==> src/rtl/core/twr_pkg.sv <==
// Package for the text word wrap block: field widths, character codes,
// register indexes and the types shared by the front, back and top level.
`timescale 1ns / 1ps

package twr_pkg;

  localparam int CHAR_W     = 8;
  localparam int POS_W      = 16;
  localparam int ADV_W      = 10;
  localparam int BOX_W      = 12;
  localparam int CFG_IDX_W  = 2;
  localparam int CFG_DATA_W = 12;
  localparam int NEED_W     = POS_W + 1 + ADV_W;

  localparam int QUEUE_DEPTH = 2;

  localparam logic [CFG_IDX_W-1:0] REG_GLYPH_ADVANCE = 2'd0;
  localparam logic [CFG_IDX_W-1:0] REG_BOX_WIDTH     = 2'd1;
  localparam logic [CFG_IDX_W-1:0] REG_WRAP_ENABLE   = 2'd2;

  localparam logic [ADV_W-1:0] GLYPH_ADVANCE_RST = 10'd8;

  localparam logic [CHAR_W-1:0] CH_NEWLINE = 8'h0A;
  localparam logic [CHAR_W-1:0] CH_RETURN  = 8'h0D;
  localparam logic [CHAR_W-1:0] CH_SPACE   = 8'h20;

  // break passes per character before the character is given up
  localparam logic [2:0] MAX_ITER = 3'd6;
  // descriptors kept per character
  localparam logic [1:0] MAX_KEEP = 2'd3;

  typedef enum logic [2:0] {
    KIND_EMPTY,
    KIND_NEWLINE,
    KIND_RETURN,
    KIND_SPACE,
    KIND_GLYPH
  } kind_e;

  typedef struct packed {
    kind_e kind;
    logic  last;
  } item_t;

  typedef struct packed {
    logic  valid;
    item_t item;
  } q_head_t;

  typedef struct packed {
    logic [ADV_W-1:0] glyph_advance;
    logic [BOX_W-1:0] box_width;
    logic             wrap_enable;
  } cfg_t;

endpackage

==> src/rtl/core/text_word_wrap.sv <==
// Greedy word wrap over a character stream: one character per input word,
// one line descriptor (start offset, length, final-line flag) per output
// word. An ordinary character, a newline, a carriage return, an empty-text
// word or a break at a space is finished by the back without a break pass.
// A character that breaks the line before itself (after the last space, or
// inside a word with no space) takes one break pass per line that break
// produces, up to six break passes; a character that uses all six is then
// dropped. The single break/count unit with its glyph-width multiplier
// handles one line per cycle while the output does not stall the back.
// A line is handed to the output through a pending slot and an output
// register, so up to two descriptors can wait while new characters are
// still taken into the input queue; a further descriptor stalls the back
// until the receiver takes a word. Configuration takes effect once it is
// stored, even between passes. Depends on twr_pkg, twr_front and twr_back.
`timescale 1ns / 1ps

module text_word_wrap #(
  parameter int QUEUE_DEPTH = twr_pkg::QUEUE_DEPTH
) (
  input  logic                          clk_i,
  input  logic                          rst_ni,
  input  logic                          cfg_we_i,
  input  logic [twr_pkg::CFG_IDX_W-1:0]  cfg_index_i,
  input  logic [twr_pkg::CFG_DATA_W-1:0] cfg_data_i,
  input  logic                          in_valid_i,
  output logic                          in_ready_o,
  input  logic [twr_pkg::CHAR_W-1:0]     char_code_i,
  input  logic                          is_last_i,
  input  logic                          text_empty_i,
  output logic                          out_valid_o,
  input  logic                          out_ready_i,
  output logic [twr_pkg::POS_W-1:0]      line_start_o,
  output logic [twr_pkg::POS_W-1:0]      line_length_o,
  output logic                          last_line_o
);

  twr_pkg::cfg_t    cfg_q;
  twr_pkg::q_head_t head;
  logic             pop;

  always_ff @(posedge clk_i or negedge rst_ni) begin
    if (!rst_ni) begin
      cfg_q.glyph_advance <= twr_pkg::GLYPH_ADVANCE_RST;
      cfg_q.box_width     <= '0;
      cfg_q.wrap_enable   <= 1'b0;
    end else if (cfg_we_i) begin
      unique case (cfg_index_i)
        twr_pkg::REG_GLYPH_ADVANCE: cfg_q.glyph_advance <= cfg_data_i[twr_pkg::ADV_W-1:0];
        twr_pkg::REG_BOX_WIDTH:     cfg_q.box_width     <= cfg_data_i[twr_pkg::BOX_W-1:0];
        twr_pkg::REG_WRAP_ENABLE:   cfg_q.wrap_enable   <= cfg_data_i[0];
        default: ;
      endcase
    end
  end

  twr_front #(
    .DEPTH(QUEUE_DEPTH)
  ) u_front (
    .clk_i       (clk_i),
    .rst_ni      (rst_ni),
    .in_valid_i  (in_valid_i),
    .in_ready_o  (in_ready_o),
    .char_code_i (char_code_i),
    .is_last_i   (is_last_i),
    .text_empty_i(text_empty_i),
    .head_o      (head),
    .pop_i       (pop)
  );

  twr_back u_back (
    .clk_i        (clk_i),
    .rst_ni       (rst_ni),
    .cfg_i        (cfg_q),
    .head_i       (head),
    .pop_o        (pop),
    .out_valid_o  (out_valid_o),
    .out_ready_i  (out_ready_i),
    .line_start_o (line_start_o),
    .line_length_o(line_length_o),
    .last_line_o  (last_line_o)
  );

endmodule

==> src/rtl/core/twr_front.sv <==
// Front of the word wrap block: classifies each incoming character and
// holds it in a short queue for the back. Depends on twr_pkg.
`timescale 1ns / 1ps

module twr_front #(
  parameter int DEPTH = twr_pkg::QUEUE_DEPTH
) (
  input  logic                      clk_i,
  input  logic                      rst_ni,
  input  logic                      in_valid_i,
  output logic                      in_ready_o,
  input  logic [twr_pkg::CHAR_W-1:0] char_code_i,
  input  logic                      is_last_i,
  input  logic                      text_empty_i,
  output twr_pkg::q_head_t          head_o,
  input  logic                      pop_i
);

  localparam int PW = (DEPTH > 1) ? $clog2(DEPTH) : 1;
  localparam int CW = $clog2(DEPTH + 1);

  twr_pkg::item_t  mem_q [DEPTH];
  twr_pkg::item_t  item_in;
  logic [PW-1:0]   wr_q, wr_d, rd_q, rd_d;
  logic [CW-1:0]   cnt_q, cnt_d;
  logic            push;

  always_comb begin
    item_in.last = is_last_i;
    priority if (text_empty_i) begin
      item_in.kind = twr_pkg::KIND_EMPTY;
    end else if (char_code_i == twr_pkg::CH_NEWLINE) begin
      item_in.kind = twr_pkg::KIND_NEWLINE;
    end else if (char_code_i == twr_pkg::CH_RETURN) begin
      item_in.kind = twr_pkg::KIND_RETURN;
    end else if (char_code_i == twr_pkg::CH_SPACE) begin
      item_in.kind = twr_pkg::KIND_SPACE;
    end else begin
      item_in.kind = twr_pkg::KIND_GLYPH;
    end
  end

  assign in_ready_o = (cnt_q != CW'(DEPTH));
  assign push       = in_valid_i & in_ready_o;

  assign head_o.valid = (cnt_q != '0);
  assign head_o.item  = mem_q[rd_q];

  always_comb begin
    wr_d  = wr_q;
    rd_d  = rd_q;
    cnt_d = cnt_q;
    if (push) begin
      wr_d = (wr_q == PW'(DEPTH - 1)) ? '0 : wr_q + 1'b1;
    end
    if (pop_i) begin
      rd_d = (rd_q == PW'(DEPTH - 1)) ? '0 : rd_q + 1'b1;
    end
    unique case ({push, pop_i})
      2'b10:   cnt_d = cnt_q + 1'b1;
      2'b01:   cnt_d = cnt_q - 1'b1;
      default: cnt_d = cnt_q;
    endcase
  end

  always_ff @(posedge clk_i or negedge rst_ni) begin
    if (!rst_ni) begin
      wr_q  <= '0;
      rd_q  <= '0;
      cnt_q <= '0;
    end else begin
      wr_q  <= wr_d;
      rd_q  <= rd_d;
      cnt_q <= cnt_d;
    end
  end

  always_ff @(posedge clk_i) begin
    if (push) begin
      mem_q[wr_q] <= item_in;
    end
  end

endmodule

==> src/rtl/core/twr_back.sv <==
// Back of the word wrap block: line state, break decision and descriptor
// output stage (one pending slot plus output register). Depends on twr_pkg.
`timescale 1ns / 1ps

module twr_back (
  input  logic                       clk_i,
  input  logic                       rst_ni,
  input  twr_pkg::cfg_t              cfg_i,
  input  twr_pkg::q_head_t           head_i,
  output logic                       pop_o,
  output logic                       out_valid_o,
  input  logic                       out_ready_i,
  output logic [twr_pkg::POS_W-1:0]  line_start_o,
  output logic [twr_pkg::POS_W-1:0]  line_length_o,
  output logic                       last_line_o
);

  localparam int PW = twr_pkg::POS_W;
  localparam int NW = twr_pkg::NEED_W;

  // line state
  logic [PW-1:0] pos_q, pos_d, start_q, start_d, count_q, count_d;
  logic [PW-1:0] asp_q, asp_d, tail_q, tail_d;
  logic          sseen_q, sseen_d, lsr_q, lsr_d, force_q, force_d;
  logic          emitted_q, emitted_d;
  logic [2:0]    iter_q, iter_d;
  logic [1:0]    nput_q, nput_d;

  // pending descriptor and output register
  logic          pend_v_q, pend_done_q, pend_last_q;
  logic [PW-1:0] pend_start_q, pend_len_q;
  logic          out_v_q, out_last_q;
  logic [PW-1:0] out_start_q, out_len_q;

  twr_pkg::kind_e kind;
  logic          last, is_space;
  logic [PW:0]   cnt_inc;
  logic [NW-1:0] need;
  logic          wrap_hit;
  logic          put, done, closed, do_open, carry, flag, keep, go, stall;
  logic          out_free, pend_mv, clear;
  logic [PW-1:0] put_start, put_len, open_at;

  assign kind     = head_i.item.kind;
  assign last     = head_i.item.last;
  assign is_space = (kind == twr_pkg::KIND_SPACE);

  assign cnt_inc  = {1'b0, count_q} + 1'b1;
  assign need     = NW'(cnt_inc) * NW'(cfg_i.glyph_advance);
  assign wrap_hit = cfg_i.wrap_enable & (need > NW'(cfg_i.box_width)) & ~force_q;

  always_comb begin
    pos_d     = pos_q;
    start_d   = start_q;
    count_d   = count_q;
    asp_d     = asp_q;
    sseen_d   = sseen_q;
    tail_d    = tail_q;
    lsr_d     = lsr_q;
    force_d   = force_q;
    emitted_d = emitted_q;
    iter_d    = iter_q;
    put       = 1'b0;
    put_start = start_q;
    put_len   = count_q;
    done      = 1'b0;
    closed    = 1'b0;
    do_open   = 1'b0;
    carry     = 1'b0;
    open_at   = '0;

    unique case (kind)
      twr_pkg::KIND_EMPTY: begin
        put       = 1'b1;
        put_start = '0;
        put_len   = '0;
        done      = 1'b1;
      end
      twr_pkg::KIND_NEWLINE: begin
        put     = 1'b1;
        do_open = 1'b1;
        open_at = pos_q + 1'b1;
        closed  = 1'b1;
        done    = 1'b1;
      end
      twr_pkg::KIND_RETURN: begin
        done = 1'b1;
      end
      twr_pkg::KIND_SPACE, twr_pkg::KIND_GLYPH: begin
        if (iter_q == twr_pkg::MAX_ITER) begin
          // break passes used up: drop the character
          done = 1'b1;
        end else if (wrap_hit) begin
          if (count_q == '0) force_d = 1'b1;
          if (is_space) begin
            put     = 1'b1;
            put_len = pos_q - start_q;
            do_open = 1'b1;
            open_at = pos_q + 1'b1;
            closed  = 1'b1;
            done    = 1'b1;
          end else if (sseen_q) begin
            // break after the last space, carry the tail over
            put     = 1'b1;
            put_len = asp_q - start_q;
            do_open = 1'b1;
            open_at = asp_q;
            carry   = 1'b1;
            iter_d  = iter_q + 1'b1;
          end else begin
            put     = 1'b1;
            do_open = 1'b1;
            open_at = pos_q;
            iter_d  = iter_q + 1'b1;
          end
        end else begin
          force_d = 1'b0;
          if (is_space) begin
            sseen_d = 1'b1;
            asp_d   = pos_q + 1'b1;
            tail_d  = '0;
          end
          if (cfg_i.wrap_enable && pos_q == start_q && is_space && emitted_q && !lsr_q) begin
            start_d = pos_q + 1'b1;
            lsr_d   = 1'b1;
          end else begin
            count_d = count_q + 1'b1;
            if (!is_space) tail_d = tail_q + 1'b1;
          end
          done = 1'b1;
        end
      end
      default: begin
        done = 1'b1;
      end
    endcase

    if (do_open) begin
      start_d = open_at;
      count_d = '0;
      sseen_d = 1'b0;
      asp_d   = '0;
      tail_d  = '0;
      lsr_d   = 1'b0;
    end
    if (carry) begin
      count_d = tail_q;
      tail_d  = tail_q;
      if (tail_q != '0) force_d = 1'b0;
    end

    // text end closes the open line unless this character closed one
    if (done && last && kind != twr_pkg::KIND_EMPTY && !closed) begin
      put       = 1'b1;
      put_start = start_d;
      put_len   = count_d;
    end
    if (put) emitted_d = 1'b1;

    flag  = (kind == twr_pkg::KIND_EMPTY) | last;
    clear = done & flag;
    if (done) begin
      iter_d = '0;
      pos_d  = pos_q + 1'b1;
    end
    if (clear) begin
      pos_d     = '0;
      start_d   = '0;
      count_d   = '0;
      asp_d     = '0;
      sseen_d   = 1'b0;
      tail_d    = '0;
      lsr_d     = 1'b0;
      force_d   = 1'b0;
      emitted_d = 1'b0;
    end
  end

  assign keep     = put & (nput_q != twr_pkg::MAX_KEEP);
  assign out_free = ~out_v_q | out_ready_i;
  assign stall    = keep & pend_v_q & ~out_free;
  assign go       = head_i.valid & ~stall;
  assign pop_o    = go & done;
  assign pend_mv  = pend_v_q & out_free & (pend_done_q | (go & keep));
  assign nput_d   = done ? '0 : nput_q + {1'b0, keep};

  always_ff @(posedge clk_i or negedge rst_ni) begin
    if (!rst_ni) begin
      pos_q     <= '0;
      start_q   <= '0;
      count_q   <= '0;
      asp_q     <= '0;
      sseen_q   <= 1'b0;
      tail_q    <= '0;
      lsr_q     <= 1'b0;
      force_q   <= 1'b0;
      emitted_q <= 1'b0;
      iter_q    <= '0;
      nput_q    <= '0;
    end else if (go) begin
      pos_q     <= pos_d;
      start_q   <= start_d;
      count_q   <= count_d;
      asp_q     <= asp_d;
      sseen_q   <= sseen_d;
      tail_q    <= tail_d;
      lsr_q     <= lsr_d;
      force_q   <= force_d;
      emitted_q <= emitted_d;
      iter_q    <= iter_d;
      nput_q    <= nput_d;
    end
  end

  // pending slot: the newest descriptor of a character waits here until the
  // character is finished, so the final-line flag can still land on it
  always_ff @(posedge clk_i or negedge rst_ni) begin
    if (!rst_ni) begin
      pend_v_q    <= 1'b0;
      pend_done_q <= 1'b0;
      out_v_q     <= 1'b0;
    end else begin
      if (go && keep) begin
        pend_v_q    <= 1'b1;
        pend_done_q <= done;
      end else begin
        if (pend_mv) pend_v_q <= 1'b0;
        if (go && done && nput_q != '0) pend_done_q <= 1'b1;
      end
      if (pend_mv) begin
        out_v_q <= 1'b1;
      end else if (out_ready_i) begin
        out_v_q <= 1'b0;
      end
    end
  end

  always_ff @(posedge clk_i) begin
    if (go && keep) begin
      pend_start_q <= put_start;
      pend_len_q   <= put_len;
      pend_last_q  <= done & flag;
    end else if (go && done && nput_q != '0) begin
      pend_last_q  <= flag;
    end
    if (pend_mv) begin
      out_start_q <= pend_start_q;
      out_len_q   <= pend_len_q;
      out_last_q  <= pend_last_q;
    end
  end

  assign out_valid_o   = out_v_q;
  assign line_start_o  = out_start_q;
  assign line_length_o = out_len_q;
  assign last_line_o   = out_last_q;

endmodule

==> config.mk <==
export PLATFORM = sky130hd
export DESIGN_NAME = text_word_wrap
export DESIGN_NICKNAME = d
export VERILOG_FILES = /design/src/rtl/core/twr_pkg.sv /design/src/rtl/core/text_word_wrap.sv /design/src/rtl/core/twr_front.sv /design/src/rtl/core/twr_back.sv
export SDC_FILE = /design/constraint.sdc
export NUM_CORES = 1
export LEC_CHECK = 0
export BUFFER_PORTS_ARGS = -buffer_cell sky130_fd_sc_hd__buf_4
export CAP_MARGIN = 20
export CORE_ASPECT_RATIO = 1.75
export CORE_MARGIN = 8
export CORE_UTILIZATION = 40
export DETAILED_ROUTE_END_ITERATION = 8
export GPL_TIMING_DRIVEN = 0
export HOLD_SLACK_MARGIN = 0.08
export PLACE_DENSITY = 0.53
export SLEW_MARGIN = 20
export SYNTH_ARGS = -nofsm -noshare
export SYNTH_HDL_FRONTEND = slang
export SYNTH_SLANG_ARGS = --single-unit
==> constraint.sdc <==
create_clock -name clk_i -period 25.9 [get_ports clk_i]
set_input_delay 1.295 -clock clk_i [delete_from_list [all_inputs] [get_ports clk_i]]
set_output_delay 1.295 -clock clk_i [all_outputs]
set_load 0.01 [all_outputs]
[Word-level counts from Yosys, hierarchy flattened]
Memory sizes are Yosys's and may differ from the RTL's.
Cells that the tools add are included.
Word-level totals
  RAM bits: 8
  input port bits: 29
  output and inout port bits: 35
  word-level logic and storage cells: 224
  bits in registers: 185
  memories kept: 1
Memory list
  u_front.mem_q: depth 2, width 4, rd ports 1, clocked after Yosys merged registers in 0, wr ports 1, line twr_front.sv:22  | twr_pkg::item_t mem_q [DEPTH];
Operators by class
  reduce and logical (&&, ||, !) cells: 41
  multipliers: 1
  $lt $le $gt $ge: 1
  multiplexer cells: 104
  equal/unequal tests: 19
  add/subtract/negate cells: 12
  bitwise operators: 19
Operators with widths (number)
  two-way mux 16 bit: 41
  case mux 16 bit (2 select lines): 2
  adder 16 x 1 -> 16 bit (second input constant): 3
  two-way mux 1 bit: 47
  subtractor 16 bit: 2
  greater-than comparator 27 x 12 -> 1 bit: 1
  multiplier 17 x 10 -> 27 bit: 1
  two-way mux 3 bit: 9
  AND reduction 5 bit: 4
  nonzero test 2 bit: 10
  adder 16 x 1 -> 17 bit (second input constant): 1
  == test 16 bit: 1
  == test 8 x 4 -> 1 bit (second input constant): 2
  zero test 16 bit: 1
  nonzero test 16 bit: 1
  AND 1 bit: 12
  nonzero test 3 bit: 4
  logical AND 1 bit: 10
  AND reduction 2 bit: 5
  == test 8 x 6 -> 1 bit (second input constant): 1
  inequality test 2 bit (second input constant): 4
  == test 3 bit (second input constant): 2
  case mux 1 bit (2 select lines): 3
  == test 2 x 1 -> 1 bit (second input constant): 2
  other kinds (19): 28

[Longest topological paths before layout]
  depth after elaboration: 22
  mapped depth: 38
  gate-level depth less buffers: 36

[Hierarchy]
A second synthesis with hierarchy kept.
Second synthesis, totals
  cells, all modules: 1871
  area, all modules: 17571.9 µm²
Modules (own cells, without submodules)
  twr_back: cells each 1776, area an instance 16091.7 µm², seq. area each 4284.1 µm², times used 1
  text_word_wrap: cells each 51, area an instance 898.4 µm², seq. area each 576.8 µm², times used 1
  twr_front: cells each 44, area an instance 581.8 µm², seq. area each 340.3 µm², times used 1

[Worst setup path before layout]
OpenSTA, ideal clock, no wires.
  path type: reg-to-reg
  start point: reg u_back.count_q[2]
  end point: reg u_back.out_last_q, in the netlist u_back.last_line_o (enable)
  buffers on the path: 2
  path slack: 16.332 ns
  arrival: 9.145 ns
  data required time: 25.477 ns
  stages on the path, launching flop included: 32
  library setup time: 0.423 ns
  clock period less this slack: 9.568 ns
  cells stage by stage: dfrtp_1 -> clkbuf_1 -> nand3_1 -> nor2_1 -> and3_1 -> and3_1 -> and3_1 -> and3_1 -> xor2_1 -> nand2_1 -> fa_1 -> inv_1 -> fa_1 -> fa_1 -> fa_1 -> inv_1 -> fa_1 -> inv_1 -> ha_1 -> buf_6 -> a21o_1 -> a31o_1 -> a211o_1 -> a21o_1 -> a2111o_1 -> a2111oi_4 -> and4_1 -> a21oi_2 -> o211ai_4 -> and3_1 -> o21ai_0 -> nor2_1
On the way
  cells in the longest elaborated chain, start to end: 20
  elaborated cells between the ends (all ways): 27
  classes of those cells: add/sub (1); mul (1); order compare (1); mux (10); bitwise (10); reduce/logical (4)
RTL lines
  start: declaration: line twr_back.sv:22  | logic [PW-1:0] pos_q, pos_d, start_q, start_d, count_q, count_d;
  start signal: assignment: line twr_back.sv:203  | count_q <= count_d;
  adder 16 x 1 -> 17 bit (*): line twr_back.sv:48  | assign cnt_inc = {1'b0, count_q} + 1'b1;
  multiplier 17 x 10 -> 27 bit (*): line twr_back.sv:49  | assign need = NW'(cnt_inc) * NW'(cfg_i.glyph_advance);
  greater-than comparator 27 x 12 -> 1 bit (*): line twr_back.sv:50  | assign wrap_hit = cfg_i.wrap_enable & (need > NW'(cfg_i.box_width)) & ~force_q;
  AND 1 bit (*) (2 in series): line twr_back.sv:50
  two-way mux 1 bit: line twr_back.sv:93  | end else if (wrap_hit) begin
  two-way mux 1 bit: line twr_back.sv:90  | if (iter_q == twr_pkg::MAX_ITER) begin
  two-way mux 1 bit: line twr_back.sv:72  | unique case (kind)
  logical AND 1 bit (3 in series): line twr_back.sv:153  | if (done && last && kind != twr_pkg::KIND_EMPTY && !closed) begin
  two-way mux 1 bit (*): line twr_back.sv:153
  AND 1 bit (*): line twr_back.sv:179  | assign keep = put & (nput_q != twr_pkg::MAX_KEEP);
  AND 1 bit (2 in series): line twr_back.sv:181  | assign stall = keep & pend_v_q & ~out_free;
  inverter 1 bit: line twr_back.sv:182  | assign go = head_i.valid & ~stall;
  AND 1 bit: line twr_back.sv:182
  AND 1 bit (*): line twr_back.sv:184  | assign pend_mv = pend_v_q & out_free & (pend_done_q | (go & keep));
  OR 1 bit (*): line twr_back.sv:184
  AND 1 bit (*): line twr_back.sv:184
  named net u_back.pend_mv: line twr_back.sv:41  | logic out_free, pend_mv, clear;
  end signal: assignment: line twr_back.sv:249  | out_last_q <= pend_last_q;
  end: declaration: line twr_back.sv:32  | logic out_v_q, out_last_q;
The timed path passes the listed nets; every way through them passes the cells marked *.
A chain may end at the register's enable or synchronous reset.

[Worst setup path after layout]
  start point: reg u_back.count_q[2]
  end point: reg u_back.pend_start_q[0] (data pin)
On the way
  cells in the longest elaborated chain, start to end: 12
  elaborated cells between the ends (all ways): 26
  classes of those cells: add/sub (1); mul (1); order compare (1); mux (17); bitwise (2); reduce/logical (4)
RTL lines
  adder 16 x 1 -> 17 bit (*): line twr_back.sv:48
  multiplier 17 x 10 -> 27 bit (*): line twr_back.sv:49
  greater-than comparator 27 x 12 -> 1 bit (*): line twr_back.sv:50
  AND 1 bit (*) (2 in series): line twr_back.sv:50
  two-way mux 1 bit: line twr_back.sv:93
  two-way mux 1 bit: line twr_back.sv:90
  two-way mux 1 bit: line twr_back.sv:72
  logical AND 1 bit (3 in series): line twr_back.sv:153
  two-way mux 16 bit (*): line twr_back.sv:153
  named net u_back.put_start[0]: line twr_back.sv:42  | logic [PW-1:0] put_start, put_len, open_at;
  end signal: assignment: line twr_back.sv:240  | pend_start_q <= put_start;
  end: declaration: line twr_back.sv:31  | logic [PW-1:0] pend_start_q, pend_len_q;
Marks and branches as above.

==> flow_metrics.tcl <==
set metrics [dict create \
    dpl_worst_slack_ns 14.85 \
    combPwrFrac 0.522 \
    skew_ns 0.0168 \
    maxSlewViolCount 0 \
    arrival_ns 11.27 \
    setup_ws_ns 14.77 \
    pin_count 64 \
    ctsResizeCount 0 \
    synthMuxAreaShare 0.0300 \
    synthAdderAreaFrac 0.218 \
    synth_edf_count 74 \
    r2r-end "u_back.pend_start_q[0]" \
    grt_pass1_wl_um 90900 \
    syn-num-nets 2180 \
    drive_gt1_frac 0.0968 \
    grt_pass1_vias 15400 \
    power_switching_mw 0.723 \
    whs_endpoint "u_back.line_length_o[8]" \
    ant_nets 0 \
    ys_warn_count 0 \
    vias 14600 \
    fp.dieH_um 293 \
    synthSimpleGateAreaFrac 0.176 \
    first_iter_violations 650 \
    power_density_nw_per_um2 80.2 \
    cts.path.max_buffers 2 \
    rsz0062_at_grt "no" \
    synth_top_family_by_area "adder cells" \
    reg2reg_from "u_back.count_q[2]" \
    finalHoldViolCount 0 \
    remaining_drc_errors 0 \
    h-tree-depth 4 \
    fmax_mhz 89.8 \
    synth_seq_cells 193 \
    cts_tree "done" \
    synth_xor_area_frac 0.0430 \
    p_seq_frac 0.303 \
    antenna_found_initial 1 \
    port_buffers 63 \
    synth_cell_types 91 \
    crit_type "flip-flop to flip-flop" \
    n_antenna_cell 0 \
    synthArstFlopShare 0.617 \
    insertion_delay_ns 0.46 \
    fin_crit_ns 11.13 \
    cts_setup_buffers 0 \
    cp_common_cell "fa_1" \
    setup-tns-final_ns 0 \
    min_path_type "flip-flop to flip-flop" \
    maxCapViolCount 0 \
    coreArea_um2 43300 \
    grt_overflow 0 \
    critPathLaunchType "flip-flop" \
    clock-sinks 193 \
    wirelength_um 59100 \
    internal_power_mw 0.833 \
    switching_share 0.465 \
    ir_drop_v 0.0000554 \
    place_congestion 0.951 \
    syn-instance-count 1918 \
    p_clk_frac 0.175 \
    rrSetupSlack_ns 14.77 \
    yosysSeqAreaShare 0.297 \
    synth.largest_area_cell "dfrtp_1" \
    synth_ff_type "dfrtp_1" \
    initial_utilization 0.404 \
    die_x_um 174 \
    wl_per_cell_um 22.9 \
    row_count 101 \
    hpwlAfterDp_um 48400 \
    grt_max_degree 66 \
    hold_path_depth 0 \
    r2r_cells 33 \
    p_leak_nw 8.80 \
    synth_area_um2 17500 \
    synth_top_area_share 0.168 \
    setup_viol 0 \
    tightest_slew_ns 1.13 \
    syn_avg_cell_area_um2 9.14 \
    cts_root_buffer "clkbuf_16" \
    area_growth_pct 10.7 \
    cts-hold-fix-buffers 0 \
    run_status "finished, final reports clean" \
    cts.clk_slew.worst_paths_ns 0.08 \
    fin_nets 2264 \
    post_drt_via_cell_ratio 5.66 \
    synthTopCellsByArea "dfrtp_1, fa_1, edfxtp_1, ha_1, nand2_1" \
    post-route-period-util 0.430 \
    numCtsBuffers 17 \
    required_ns 26.04 \
    slowest_stage "o21ai_0" \
    crit_path_end_kind "flip-flop" \
    synth_compound_area_frac 0.171 \
    slew_headroom 0.241 \
    crit_fanout 10 \
    first_pass_iters 5 \
    die-area_um2 51100 \
    cp_slowest_stage_delay_ns 0.68 \
    gr-usage-all-layers 0.234 \
    min_from "u_back.pend_len_q[8]" \
]
synth_stat cells (all sizes together), types with 28 or more instances:
library cell and number:
dfrtp 118, xnor2 49, nor2 111, edfxtp 74, a21oi 79, nand3 59
fa 120, mux2 28, inv 177, clkbuf 61, xor2 37, ha 113
o21ai 132, a211oi 28, and2 86, nand2 225, buf 44
flip-flops by register name, summed over array words and instances (netlist names), 3 cells and up:
| signal | count |
|---|---|
| u_back.iter_q | 3 |
| u_back.line_length_o | 16 |
| u_back.line_start_o | 16 |
| u_back.pos_q | 16 |
| u_back.tail_q | 16 |
| u_front.mem_q | 8 |
| u_back.pend_start_q | 16 |
| u_back.asp_q | 16 |
| u_back.start_q | 16 |
| u_back.pend_len_q | 16 |
| u_back.count_q | 16 |
| cfg_q | 23 |
layout by cell type, fill, tap and decap left out, types with 7 or more instances in the layout:
cell and n:
and2_1 86, xor2_1 37, clkbuf_16 17, nor2b_1 22, buf_2 22, a31oi_1 21, a221oi_1 12, o21a_1 13
a22o_1 16, xnor2_1 46, buf_4 65, o21ai_1 26, dfrtp_1 118, nand2_1 224, clkbuf_1 60, or3_1 7
and3_1 27, fa_1 120, nand4_1 13, edfxtp_1 74, mux2i_1 21, a21o_1 21, a21oi_1 78, nor4_1 11
nor3_1 23, mux2_2 28, o31ai_1 23, ha_1 113, inv_1 176, o211ai_1 15, nor3b_1 11, o22ai_1 19
buf_1 12, o21ai_0 103, nor2_1 110, a211oi_1 26, nand2b_1 15, nand3_1 58, buf_6 7
layout make-up:
| class | instances | area, um2 |
|---|---|---|
| Buffer | 105 | 487 |
| Clock buffer | 17 | 425 |
| Clock inverter | 15 | 170 |
| Fill cell | 4288 | 23900 |
| Inverter | 177 | 664 |
| Multi-Input combinational cell | 1443 | 11200 |
| Sequential cell | 193 | 5200 |
| Tap cell | 566 | 708 |
| Timing Repair Buffer | 65 | 536 |
worst max-delay path, delay by kind of cell, from the launching register on:
kind	cells	cell delay, ns
adders and majority gates	6	2.80
DFF	1	0.33
AOI/OAI and AO/OA	10	3.56
buffers and inverters	7	1.64
xor gates and xnor gates	1	0.37
and+or+nand+nor	9	2.10
power by group through the flow:
| stage | Sequential [mW] | Clock, mW | Combinational [mW] |
|---|---|---|---|
| 4_1_cts | 0.474 | 0.279 | 0.815 |
| 2_1_floorplan | 0.473 | 0 | 0.503 |
| 5_1_grt | 0.480 | 0.288 | 0.883 |
| 6_report | 0.472 | 0.272 | 0.813 |
| 3_3_place_gp | 0.481 | 0 | 0.796 |
| 3_5_place_dp | 0.480 | 0 | 0.811 |
stage by stage:
step | instances | utilization | total power, mW | hold WS (ns) | area, um2
after global routing | 2581 | 0.448 | 1.65 | 0.428 | 19400
after detailed placement | 2549 | 0.433 | 1.29 | 0.405 | 18800
after floorplan | 1918 | - | 0.976 | 0.400 | 17500
after global placement | 2547 | 0.432 | 1.28 | 0.402 | 18700
after CTS | 2581 | 0.447 | 1.57 | 0.423 | 19400
final | 2581 | 0.448 | 1.56 | 0.421 | 19400
layer usage:
layer  share of wire  routed length, um  global-route usage  vias up
met2            0.56              33000               0.456      343
met1            0.33              19500               0.215     7281
met4           0.085               5010               0.184        0
met5               0                  0                   0        -
li1                -                  -                   -     6832
met3           0.028               1650              0.0274      165
cell families after synthesis:
group                    after synthesis
AND/OR/NAND/NOR                      632
XOR/XNOR                              86
multiplexers                          49
AO/OA/AOI/OAI                        443
adder cells (fa/ha/maj)              233
buffers and inverters                282
flip-flops                           193
how the worst max path moves through the flow:
stage / cells after the start / startpoint / end
final: 33 / u_back.count_q[2] / u_back.pend_start_q[0]
after global placement: 33 / u_back.count_q[2] / u_back.line_length_o[10]
after floorplan: 31 / u_back.count_q[2] / u_back.last_line_o
after detailed placement: 33 / u_back.count_q[2] / u_back.pend_start_q[0]
after CTS: 33 / u_back.count_q[2] / u_back.pend_start_q[0]
after global routing: 33 / u_back.count_q[2] / u_back.pend_start_q[0]
Note: power is estimated with default switching activity, not from simulation.
